$ cat src/sv/sfp_pkg.sv
`default_nettype none

package sfp_pkg;

  localparam int unsigned BYTE_W  = 8;
  localparam int unsigned LEN_W   = 16;
  localparam int unsigned LIMIT_W = 17;
  localparam int unsigned STAT_W  = 2;
  localparam int unsigned CFG_IDX_W = 2;

  // Operation codes
  localparam logic OP_FEED    = 1'b0;
  localparam logic OP_RESTART = 1'b1;

  // Result status codes
  localparam logic [STAT_W-1:0] ST_MORE   = 2'd0;
  localparam logic [STAT_W-1:0] ST_DONE   = 2'd1;
  localparam logic [STAT_W-1:0] ST_CK_ERR = 2'd2;

  // Configuration register indexes
  localparam logic [CFG_IDX_W-1:0] CFG_STORE_LIMIT = 2'd0;
  localparam logic [CFG_IDX_W-1:0] CFG_FIRST_SYNC  = 2'd1;
  localparam logic [CFG_IDX_W-1:0] CFG_SECOND_SYNC = 2'd2;

  localparam logic [LIMIT_W-1:0] STORE_LIMIT_RST = 17'h10000;
  localparam logic [BYTE_W-1:0]  FIRST_SYNC_RST  = 8'hB5;
  localparam logic [BYTE_W-1:0]  SECOND_SYNC_RST = 8'h62;

  typedef enum logic [3:0] {
    PH_SYNC1   = 4'd0,
    PH_SYNC2   = 4'd1,
    PH_CLASS   = 4'd2,
    PH_ID      = 4'd3,
    PH_LEN_LO  = 4'd4,
    PH_LEN_HI  = 4'd5,
    PH_PAYLOAD = 4'd6,
    PH_CK_A    = 4'd7,
    PH_CK_B    = 4'd8
  } phase_t;

endpackage

`default_nettype wire

$ cat src/sv/sfp_if.sv
`default_nettype none

interface sfp_in_if;
  logic                      valid;
  logic                      ready;
  logic                      operation;
  logic [sfp_pkg::BYTE_W-1:0] rx_byte;

  modport source (output valid, output operation, output rx_byte, input ready);
  modport sink   (input valid, input operation, input rx_byte, output ready);
endinterface

interface sfp_out_if;
  logic                       valid;
  logic                       ready;
  logic [sfp_pkg::STAT_W-1:0] status;
  logic [sfp_pkg::BYTE_W-1:0] frame_class;
  logic [sfp_pkg::BYTE_W-1:0] frame_id;
  logic [sfp_pkg::LEN_W-1:0]  frame_length;
  logic                       payload_valid;
  logic [sfp_pkg::LEN_W-1:0]  payload_index;
  logic [sfp_pkg::BYTE_W-1:0] payload_byte;

  modport source (output valid, output status, output frame_class, output frame_id,
                  output frame_length, output payload_valid, output payload_index,
                  output payload_byte, input ready);
  modport sink   (input valid, input status, input frame_class, input frame_id,
                  input frame_length, input payload_valid, input payload_index,
                  input payload_byte, output ready);
endinterface

`default_nettype wire

$ cat src/sv/sync_frame_parser_fletcher8_unit.sv
// Channel | Direction | Handshake   | Payload
// in_ch   | sink      | valid/ready | operation, rx_byte
// out_ch  | source    | valid/ready | status, frame_class, frame_id, frame_length,
//         |           |             | payload_valid, payload_index, payload_byte
// cfg     | write     | cfg_we      | cfg_index, cfg_wdata
//
// One byte is taken per cycle unless stalled; its result appears in the output
// register in the cycle after the transfer. The parser state and both sums update
// in that same cycle, so the next byte may follow at once. in_ch.ready is low only
// while a result is held and out_ch.ready is low. Synchronous active-low reset
// returns the parser to the sync hunt with the sums and held fields cleared.
`default_nettype none

module sync_frame_parser_fletcher8_unit (
  input  wire logic                          clk,
  input  wire logic                          rst_n,
  sfp_in_if.sink                             in_ch,
  sfp_out_if.source                          out_ch,
  input  wire logic                          cfg_we,
  input  wire logic [sfp_pkg::CFG_IDX_W-1:0] cfg_index,
  input  wire logic [sfp_pkg::LIMIT_W-1:0]   cfg_wdata
);
  import sfp_pkg::*;

  logic [LIMIT_W-1:0] store_limit_r;
  logic [BYTE_W-1:0]  first_sync_r;
  logic [BYTE_W-1:0]  second_sync_r;

  phase_t             phase_r, phase_nxt;
  logic [BYTE_W-1:0]  sum_a_r, sum_a_nxt;
  logic [BYTE_W-1:0]  sum_b_r, sum_b_nxt;
  logic [BYTE_W-1:0]  held_class_r, held_class_nxt;
  logic [BYTE_W-1:0]  held_id_r, held_id_nxt;
  logic [LEN_W-1:0]   held_length_r, held_length_nxt;
  logic [LEN_W-1:0]   payload_count_r, payload_count_nxt;

  logic               out_valid_r;
  logic [STAT_W-1:0]  status_r, status_nxt;
  logic               pv_r, pv_nxt;
  logic [LEN_W-1:0]   pidx_r, pidx_nxt;
  logic [BYTE_W-1:0]  pbyte_r, pbyte_nxt;

  logic               in_fire;
  logic [BYTE_W-1:0]  b;
  logic [BYTE_W-1:0]  add_a;
  logic [BYTE_W-1:0]  add_b;
  logic [LEN_W-1:0]   count_inc;

  assign in_ch.ready = !out_valid_r || out_ch.ready;
  assign in_fire     = in_ch.valid && in_ch.ready;
  assign b           = in_ch.rx_byte;
  assign add_a       = sum_a_r + b;
  assign add_b       = sum_b_r + add_a;
  assign count_inc   = payload_count_r + LEN_W'(1);

  always_ff @(posedge clk) begin
    if (!rst_n) begin
      store_limit_r <= STORE_LIMIT_RST;
      first_sync_r  <= FIRST_SYNC_RST;
      second_sync_r <= SECOND_SYNC_RST;
    end else if (cfg_we) begin
      unique case (cfg_index)
        CFG_STORE_LIMIT: store_limit_r <= cfg_wdata;
        CFG_FIRST_SYNC:  first_sync_r  <= cfg_wdata[BYTE_W-1:0];
        CFG_SECOND_SYNC: second_sync_r <= cfg_wdata[BYTE_W-1:0];
        default: ;
      endcase
    end
  end

  always_comb begin
    phase_nxt         = phase_r;
    sum_a_nxt         = sum_a_r;
    sum_b_nxt         = sum_b_r;
    held_class_nxt    = held_class_r;
    held_id_nxt       = held_id_r;
    held_length_nxt   = held_length_r;
    payload_count_nxt = payload_count_r;
    status_nxt        = ST_MORE;
    pv_nxt            = 1'b0;
    pidx_nxt          = '0;
    pbyte_nxt         = '0;
    if (in_ch.operation == OP_RESTART) begin
      phase_nxt = PH_SYNC1;
    end else begin
      unique case (phase_r)
        PH_SYNC2: begin
          if (b == second_sync_r) begin
            phase_nxt = PH_CLASS;
            sum_a_nxt = '0;
            sum_b_nxt = '0;
          end else if (b != first_sync_r) begin
            phase_nxt = PH_SYNC1;
          end
        end
        PH_CLASS: begin
          held_class_nxt = b;
          sum_a_nxt      = add_a;
          sum_b_nxt      = add_b;
          phase_nxt      = PH_ID;
        end
        PH_ID: begin
          held_id_nxt = b;
          sum_a_nxt   = add_a;
          sum_b_nxt   = add_b;
          phase_nxt   = PH_LEN_LO;
        end
        PH_LEN_LO: begin
          held_length_nxt = {{(LEN_W-BYTE_W){1'b0}}, b};
          sum_a_nxt       = add_a;
          sum_b_nxt       = add_b;
          phase_nxt       = PH_LEN_HI;
        end
        PH_LEN_HI: begin
          held_length_nxt   = {b, held_length_r[BYTE_W-1:0]};
          sum_a_nxt         = add_a;
          sum_b_nxt         = add_b;
          payload_count_nxt = '0;
          phase_nxt = ({b, held_length_r[BYTE_W-1:0]} != '0) ? PH_PAYLOAD : PH_CK_A;
        end
        PH_PAYLOAD: begin
          if ({1'b0, payload_count_r} < store_limit_r) begin
            pv_nxt    = 1'b1;
            pidx_nxt  = payload_count_r;
            pbyte_nxt = b;
          end
          sum_a_nxt         = add_a;
          sum_b_nxt         = add_b;
          payload_count_nxt = count_inc;
          if (count_inc >= held_length_r) begin
            phase_nxt = PH_CK_A;
          end
        end
        PH_CK_A: begin
          if (b == sum_a_r) begin
            phase_nxt = PH_CK_B;
          end else begin
            phase_nxt  = PH_SYNC1;
            status_nxt = ST_CK_ERR;
          end
        end
        PH_CK_B: begin
          phase_nxt  = PH_SYNC1;
          status_nxt = (b == sum_b_r) ? ST_DONE : ST_CK_ERR;
        end
        // Hunt for the first sync byte; unused codes land here as well.
        default: begin
          phase_nxt = (b == first_sync_r) ? PH_SYNC2 : PH_SYNC1;
        end
      endcase
    end
  end

  always_ff @(posedge clk) begin
    if (!rst_n) begin
      phase_r         <= PH_SYNC1;
      sum_a_r         <= '0;
      sum_b_r         <= '0;
      held_class_r    <= '0;
      held_id_r       <= '0;
      held_length_r   <= '0;
      payload_count_r <= '0;
      out_valid_r     <= 1'b0;
    end else begin
      if (in_fire) begin
        phase_r         <= phase_nxt;
        sum_a_r         <= sum_a_nxt;
        sum_b_r         <= sum_b_nxt;
        held_class_r    <= held_class_nxt;
        held_id_r       <= held_id_nxt;
        held_length_r   <= held_length_nxt;
        payload_count_r <= payload_count_nxt;
        out_valid_r     <= 1'b1;
      end else if (out_ch.ready) begin
        out_valid_r <= 1'b0;
      end
    end
  end

  // Result payload; the held fields are shown as they stand after the byte.
  always_ff @(posedge clk) begin
    if (in_fire) begin
      status_r <= status_nxt;
      pv_r     <= pv_nxt;
      pidx_r   <= pidx_nxt;
      pbyte_r  <= pbyte_nxt;
    end
  end

  assign out_ch.valid         = out_valid_r;
  assign out_ch.status        = status_r;
  assign out_ch.frame_class   = held_class_r;
  assign out_ch.frame_id      = held_id_r;
  assign out_ch.frame_length  = held_length_r;
  assign out_ch.payload_valid = pv_r;
  assign out_ch.payload_index = pidx_r;
  assign out_ch.payload_byte  = pbyte_r;

endmodule

`default_nettype wire

$ cat src/flat_wrapper.sv
// flat-port wrapper written by rule: the top's interface ports become plain ports
module sync_frame_parser_fletcher8_unit_flat import sfp_pkg::*;
  (clk, rst_n, cfg_we, cfg_index, cfg_wdata, in_ch_valid, in_ch_operation, in_ch_rx_byte, in_ch_ready, out_ch_valid, out_ch_status, out_ch_frame_class, out_ch_frame_id, out_ch_frame_length, out_ch_payload_valid, out_ch_payload_index, out_ch_payload_byte, out_ch_ready);
  sfp_in_if in_ch_i ();
  sfp_out_if out_ch_i ();
  input  wire logic clk;
  input  wire logic rst_n;
  input  wire logic cfg_we;
  input  wire logic [sfp_pkg::CFG_IDX_W-1:0] cfg_index;
  input  wire logic [sfp_pkg::LIMIT_W-1:0] cfg_wdata;
  input wire logic [$bits(in_ch_i.valid)-1:0] in_ch_valid;
  input wire logic [$bits(in_ch_i.operation)-1:0] in_ch_operation;
  input wire logic [$bits(in_ch_i.rx_byte)-1:0] in_ch_rx_byte;
  output wire logic [$bits(in_ch_i.ready)-1:0] in_ch_ready;
  output wire logic [$bits(out_ch_i.valid)-1:0] out_ch_valid;
  output wire logic [$bits(out_ch_i.status)-1:0] out_ch_status;
  output wire logic [$bits(out_ch_i.frame_class)-1:0] out_ch_frame_class;
  output wire logic [$bits(out_ch_i.frame_id)-1:0] out_ch_frame_id;
  output wire logic [$bits(out_ch_i.frame_length)-1:0] out_ch_frame_length;
  output wire logic [$bits(out_ch_i.payload_valid)-1:0] out_ch_payload_valid;
  output wire logic [$bits(out_ch_i.payload_index)-1:0] out_ch_payload_index;
  output wire logic [$bits(out_ch_i.payload_byte)-1:0] out_ch_payload_byte;
  input wire logic [$bits(out_ch_i.ready)-1:0] out_ch_ready;
  assign in_ch_i.valid = in_ch_valid;
  assign in_ch_i.operation = in_ch_operation;
  assign in_ch_i.rx_byte = in_ch_rx_byte;
  assign in_ch_ready = in_ch_i.ready;
  assign out_ch_valid = out_ch_i.valid;
  assign out_ch_status = out_ch_i.status;
  assign out_ch_frame_class = out_ch_i.frame_class;
  assign out_ch_frame_id = out_ch_i.frame_id;
  assign out_ch_frame_length = out_ch_i.frame_length;
  assign out_ch_payload_valid = out_ch_i.payload_valid;
  assign out_ch_payload_index = out_ch_i.payload_index;
  assign out_ch_payload_byte = out_ch_i.payload_byte;
  assign out_ch_i.ready = out_ch_ready;
  sync_frame_parser_fletcher8_unit u_core (.clk(clk), .rst_n(rst_n), .in_ch(in_ch_i), .out_ch(out_ch_i), .cfg_we(cfg_we), .cfg_index(cfg_index), .cfg_wdata(cfg_wdata));
endmodule
$ cat config.mk
export PLATFORM = sky130hd
export DESIGN_NAME = sync_frame_parser_fletcher8_unit_flat
export DESIGN_NICKNAME = d
export VERILOG_FILES = /design/src/sv/sfp_pkg.sv /design/src/sv/sfp_if.sv /design/src/sv/sync_frame_parser_fletcher8_unit.sv /design/src/flat_wrapper.sv
export SDC_FILE = /design/constraint.sdc
export NUM_CORES = 1
export LEC_CHECK = 0
export BUFFER_PORTS_ARGS = -buffer_cell sky130_fd_sc_hd__clkbuf_2
export CORE_UTILIZATION = 28
export CTS_CLUSTER_SIZE = 8
export DETAILED_ROUTE_END_ITERATION = 10
export MAX_ROUTING_LAYER = met4
export PLACE_DENSITY_LB_ADDON = 0.12
export SLEW_MARGIN = 20
export SYNTH_ARGS = -nofsm -noshare
export SYNTH_HDL_FRONTEND = slang
export SYNTH_SLANG_ARGS = --single-unit
$ cat constraint.sdc
create_clock -name clk -period 5.6 [get_ports clk]
set_input_delay 1.68 -clock clk [delete_from_list [all_inputs] [get_ports clk]]
set_output_delay 1.68 -clock clk [all_outputs]
set_load 0.01 [all_outputs]
==> summary.md <==
| Metric | Value |
|---|---|
| Run status | completed |
| Area of the multi-input gates | 0.00372 mm^2 |
| Post-CTS setup buffers | 0 |
| CTS Hold Bufs | 0 |
| Post-synthesis sequential area ratio | about two fifths |
| Area growth syn-to-layout | 18.4% |
| Final antenna-violating net count | 0 |
| Total GRT Usage | 17.2% |
| Non-Filler Instances | 1230 |
| Placed cell count | 1197 |
| First-pass GRT wire length | ~33000 um |
| Core Box Area | 0.0245 mm^2 |
| Worst EP arrival | between 4000 and 5000 ps |
| Clk Latency, worst-skew pair | 430 ps |
| Worst setup path startpoint | in_ch_rx_byte[1] |
| RSZ-0062 raised after global routing | no |
| Initial DRC Count | 350 |
| Worst Setup EP | u_core.sum_b_r[7] |
| H-tree depth | 4 |
| Post-layout min period | 4210 ps |
| R2R setup slack | 1870 ps |
| Synth Flop Type | dfxtp_1 |
| WHS | 455 ps |
| Hold Fails Final Rpt | 0 |
| Ys async rst share | 0% |
| Max Slew Vio Count | 0 |
| Worst r2r src | u_core.payload_count_r[1] |
| Max Cap Violations | 0 |
| Fin Clk Skew | approximately 11 ps |
| Post-synth EDFFs | 27 |
| GPL Wtd Cong | 0.813 |
| WL met3 | slightly above 800 um |
| Top sig layer | met4 |
| Reg2reg path depth | 12 |
| Hold WC Path Type | register to register |
| Post-synthesis cell count | 819 |
| Largest buffer count on any clock path | 2 |
| Largest net degree at the start of global routing | 47 |
| I/O Buffers | 93 |
| First-pass DRT Iterations | 5 |
| I/O pin count | 94 |
| Fmax | 0.238 GHz |
| Drt total wl | 20900 um |
| Final Net Count | 973 |
| Die ar. | approximately 0.026 mm^2 |
| Synthesized flop and latch total | between 100 and 150 |
| CP Capture Type | register |
| Worst relative slew slack | between 20 and 30% |
| RR Endpoint | u_core.phase_r[0] |
| Vias in the first global route | 5666 |
| Root buf cell | clkbuf_16 |
| Startpoint types | input port |
| Global route total overflow | 0 |
| Critical-path maximum fanout | 9 |
| Starting density of the core | 28.7% |
| Power Density | 262 mW/mm^2 |
| Worst IR Drop VDD | around 190 uV |
| Row count | between 50 and 60 |
| DP HPWL | 15000 um |
| # DRC | 0 |
| Mapped Area | 0.00703 mm^2 |
| Fin crit share | about three quarters |
| Synth cell types | 60 |
| TritonCTS Sinks | 129 |
| Slew @ Worst Pin | 1060 ps |
| Total negative slack | 0 ps |
| Reg area | 0.00285 mm^2 |
| Avg Cell Area, Syn | roughly 8.6 um^2 |
| Total CTS buffers | 17 |
| WP data required | 5890 ps |
| DR vias | 5914 |
| CTS resizes | 0 |
| Layout cell share with drive strength beyond 1 | between 15 and 20% |
| Final Setup Violations | 0 |
| Clock slew at reported path FFs | 60 ps |
| Synth warn | 0 |
| Syn nets | 900 |
| Met2 Wirelength | 9010 um |
| Routed WL per cell | roughly 17 um |
| Post-Route M1 WL | around 11000 um |
| Layout filler cell count | 2636 |
| Leak Pwr | 3.16 nW |
| Most frequent cells in the layout | nand2_1 (102), dfxtp_1 (102), clkbuf_2 (93), a21oi_1 (74), nor2_1 (72) |
| Antenna violations before repair | 1 |
| CP Class | input port to register |
| Vias per cell | 4.81 |
| DIE WIDTH | 160 um |
| CTS tree | yes |
| DIE HEIGHT | 160 um |
[worst max-delay path: stages]
cell and delay [ps]:
clkbuf_2 260, inv_1 140, fa_1 470, nor2b_1 110, o21ai_0 100, a21boi_0 250, nor2_1 110, ha_1 310
o21a_1 130, a2111oi_0 400, buf_4 200, nor4_1 50, mux2i_1 150, o2111ai_1 120
[cell families after synthesis]
logic type | count (synthesis) | share of synthesized area [%]
AND/OR/NAND/NOR | 279 | 18.9
AO/OA/AOI/OAI | 188 | 17.2
flip-flops | 129 | 40.6
buffers and inverters | 119 | 7.12
adder cells (fa/ha/maj) | 48 | 8.76
XOR/XNOR | 47 | 6.07
multiplexers | 9 | 1.28
[worst min path at each step]
stage / endpoint / start / cells past startpoint
finish: u_core.store_limit_r[9] / u_core.store_limit_r[9] / 2
global route: u_core.store_limit_r[9] / u_core.store_limit_r[9] / 2
CTS: u_core.store_limit_r[6] / u_core.store_limit_r[6] / 2
detailed placement: u_core.store_limit_r[6] / u_core.store_limit_r[6] / 2
global placement: u_core.store_limit_r[6] / u_core.store_limit_r[6] / 2
floorplan: u_core.store_limit_r[10] / u_core.store_limit_r[10] / 2
[per-stage QoR]
step	area (um^2)	setup WS [ps]	util, %	power, W
2_1_floorplan	7030	1210	-	0.00109
3_3_place_gp	7750	965	31.7	0.00115
3_5_place_dp	7750	957	31.7	0.00115
4_1_cts	8300	1410	33.9	0.00221
5_1_grt	8320	1190	34.0	0.00227
6_report	8320	1390	34.0	0.00218
[cell type report]
class	count	area share [%]
clock buffer	17	5.11
clock inverter	15	1.43
timing repair buffer	102	6.40
sequential	129	34.3
multi-input combinational	571	44.7
antenna	1	0.0301
tap	324	4.87
inverter	71	3.20
[sequential cells by signal, summed over array words and instances, names as in the netlist, 16 cells and up]
signal and flops:
u_core.out_ch.frame_length 16, u_core.payload_count_r 16, u_core.store_limit_r 17, u_core.out_ch.payload_index 16
[per-layer routing]
layer	GRT usage [%]	vias up
li1	-	3016
met1	24.5	2752
met2	24.5	131
met3	3.38	15
met4	4.46	0
met5	-	-
[power breakdown]
part	total (W)	internal [W]	switching (W)
clock network	0.00105	0.000606	0.000445
registers	0.000977	0.000967	0.0000101
logic	0.000156	0.0000505	0.000106
total	0.00218	0.00162	0.000561
[cells in the mapped netlist, drive strengths merged, types with 2 or more instances]
cell type  number  area (um^2)
a21boi          2         15.0
nand2b          4         25.0
a22oi          20          170
a211oi         31          238
dfxtp         102         2040
buf            19          125
or2             3         18.8
nor2           75          297
and4            2         17.5
or3             3         18.8
xnor2          36          315
or3b            3         26.3
o211ai          4         30.0
a2111oi         2         17.5
a21oi          74          370
and3            6         37.5
clkbuf         29          109
and2            2         12.5
a31o            2         17.5
a31oi           3         18.8
xor2           11          111
a21o            7         52.6
nor3b           5         42.5
nor3           11         55.1
nand3          33          170
fa              2         40.0
nand3b          2         15.0
nand2         102          383
o21ai          23          115
nor4           10         92.6
o22ai           2         12.5
a211o           3         26.3
mux2i           9         90.1
inv            71          267
nand4          11         68.8
nor2b           4         25.0
ha             46          576
o2111ai         6         52.6
edfxtp         27          811
o21a            4         30.0
Power figures use the tool's default switching activity.
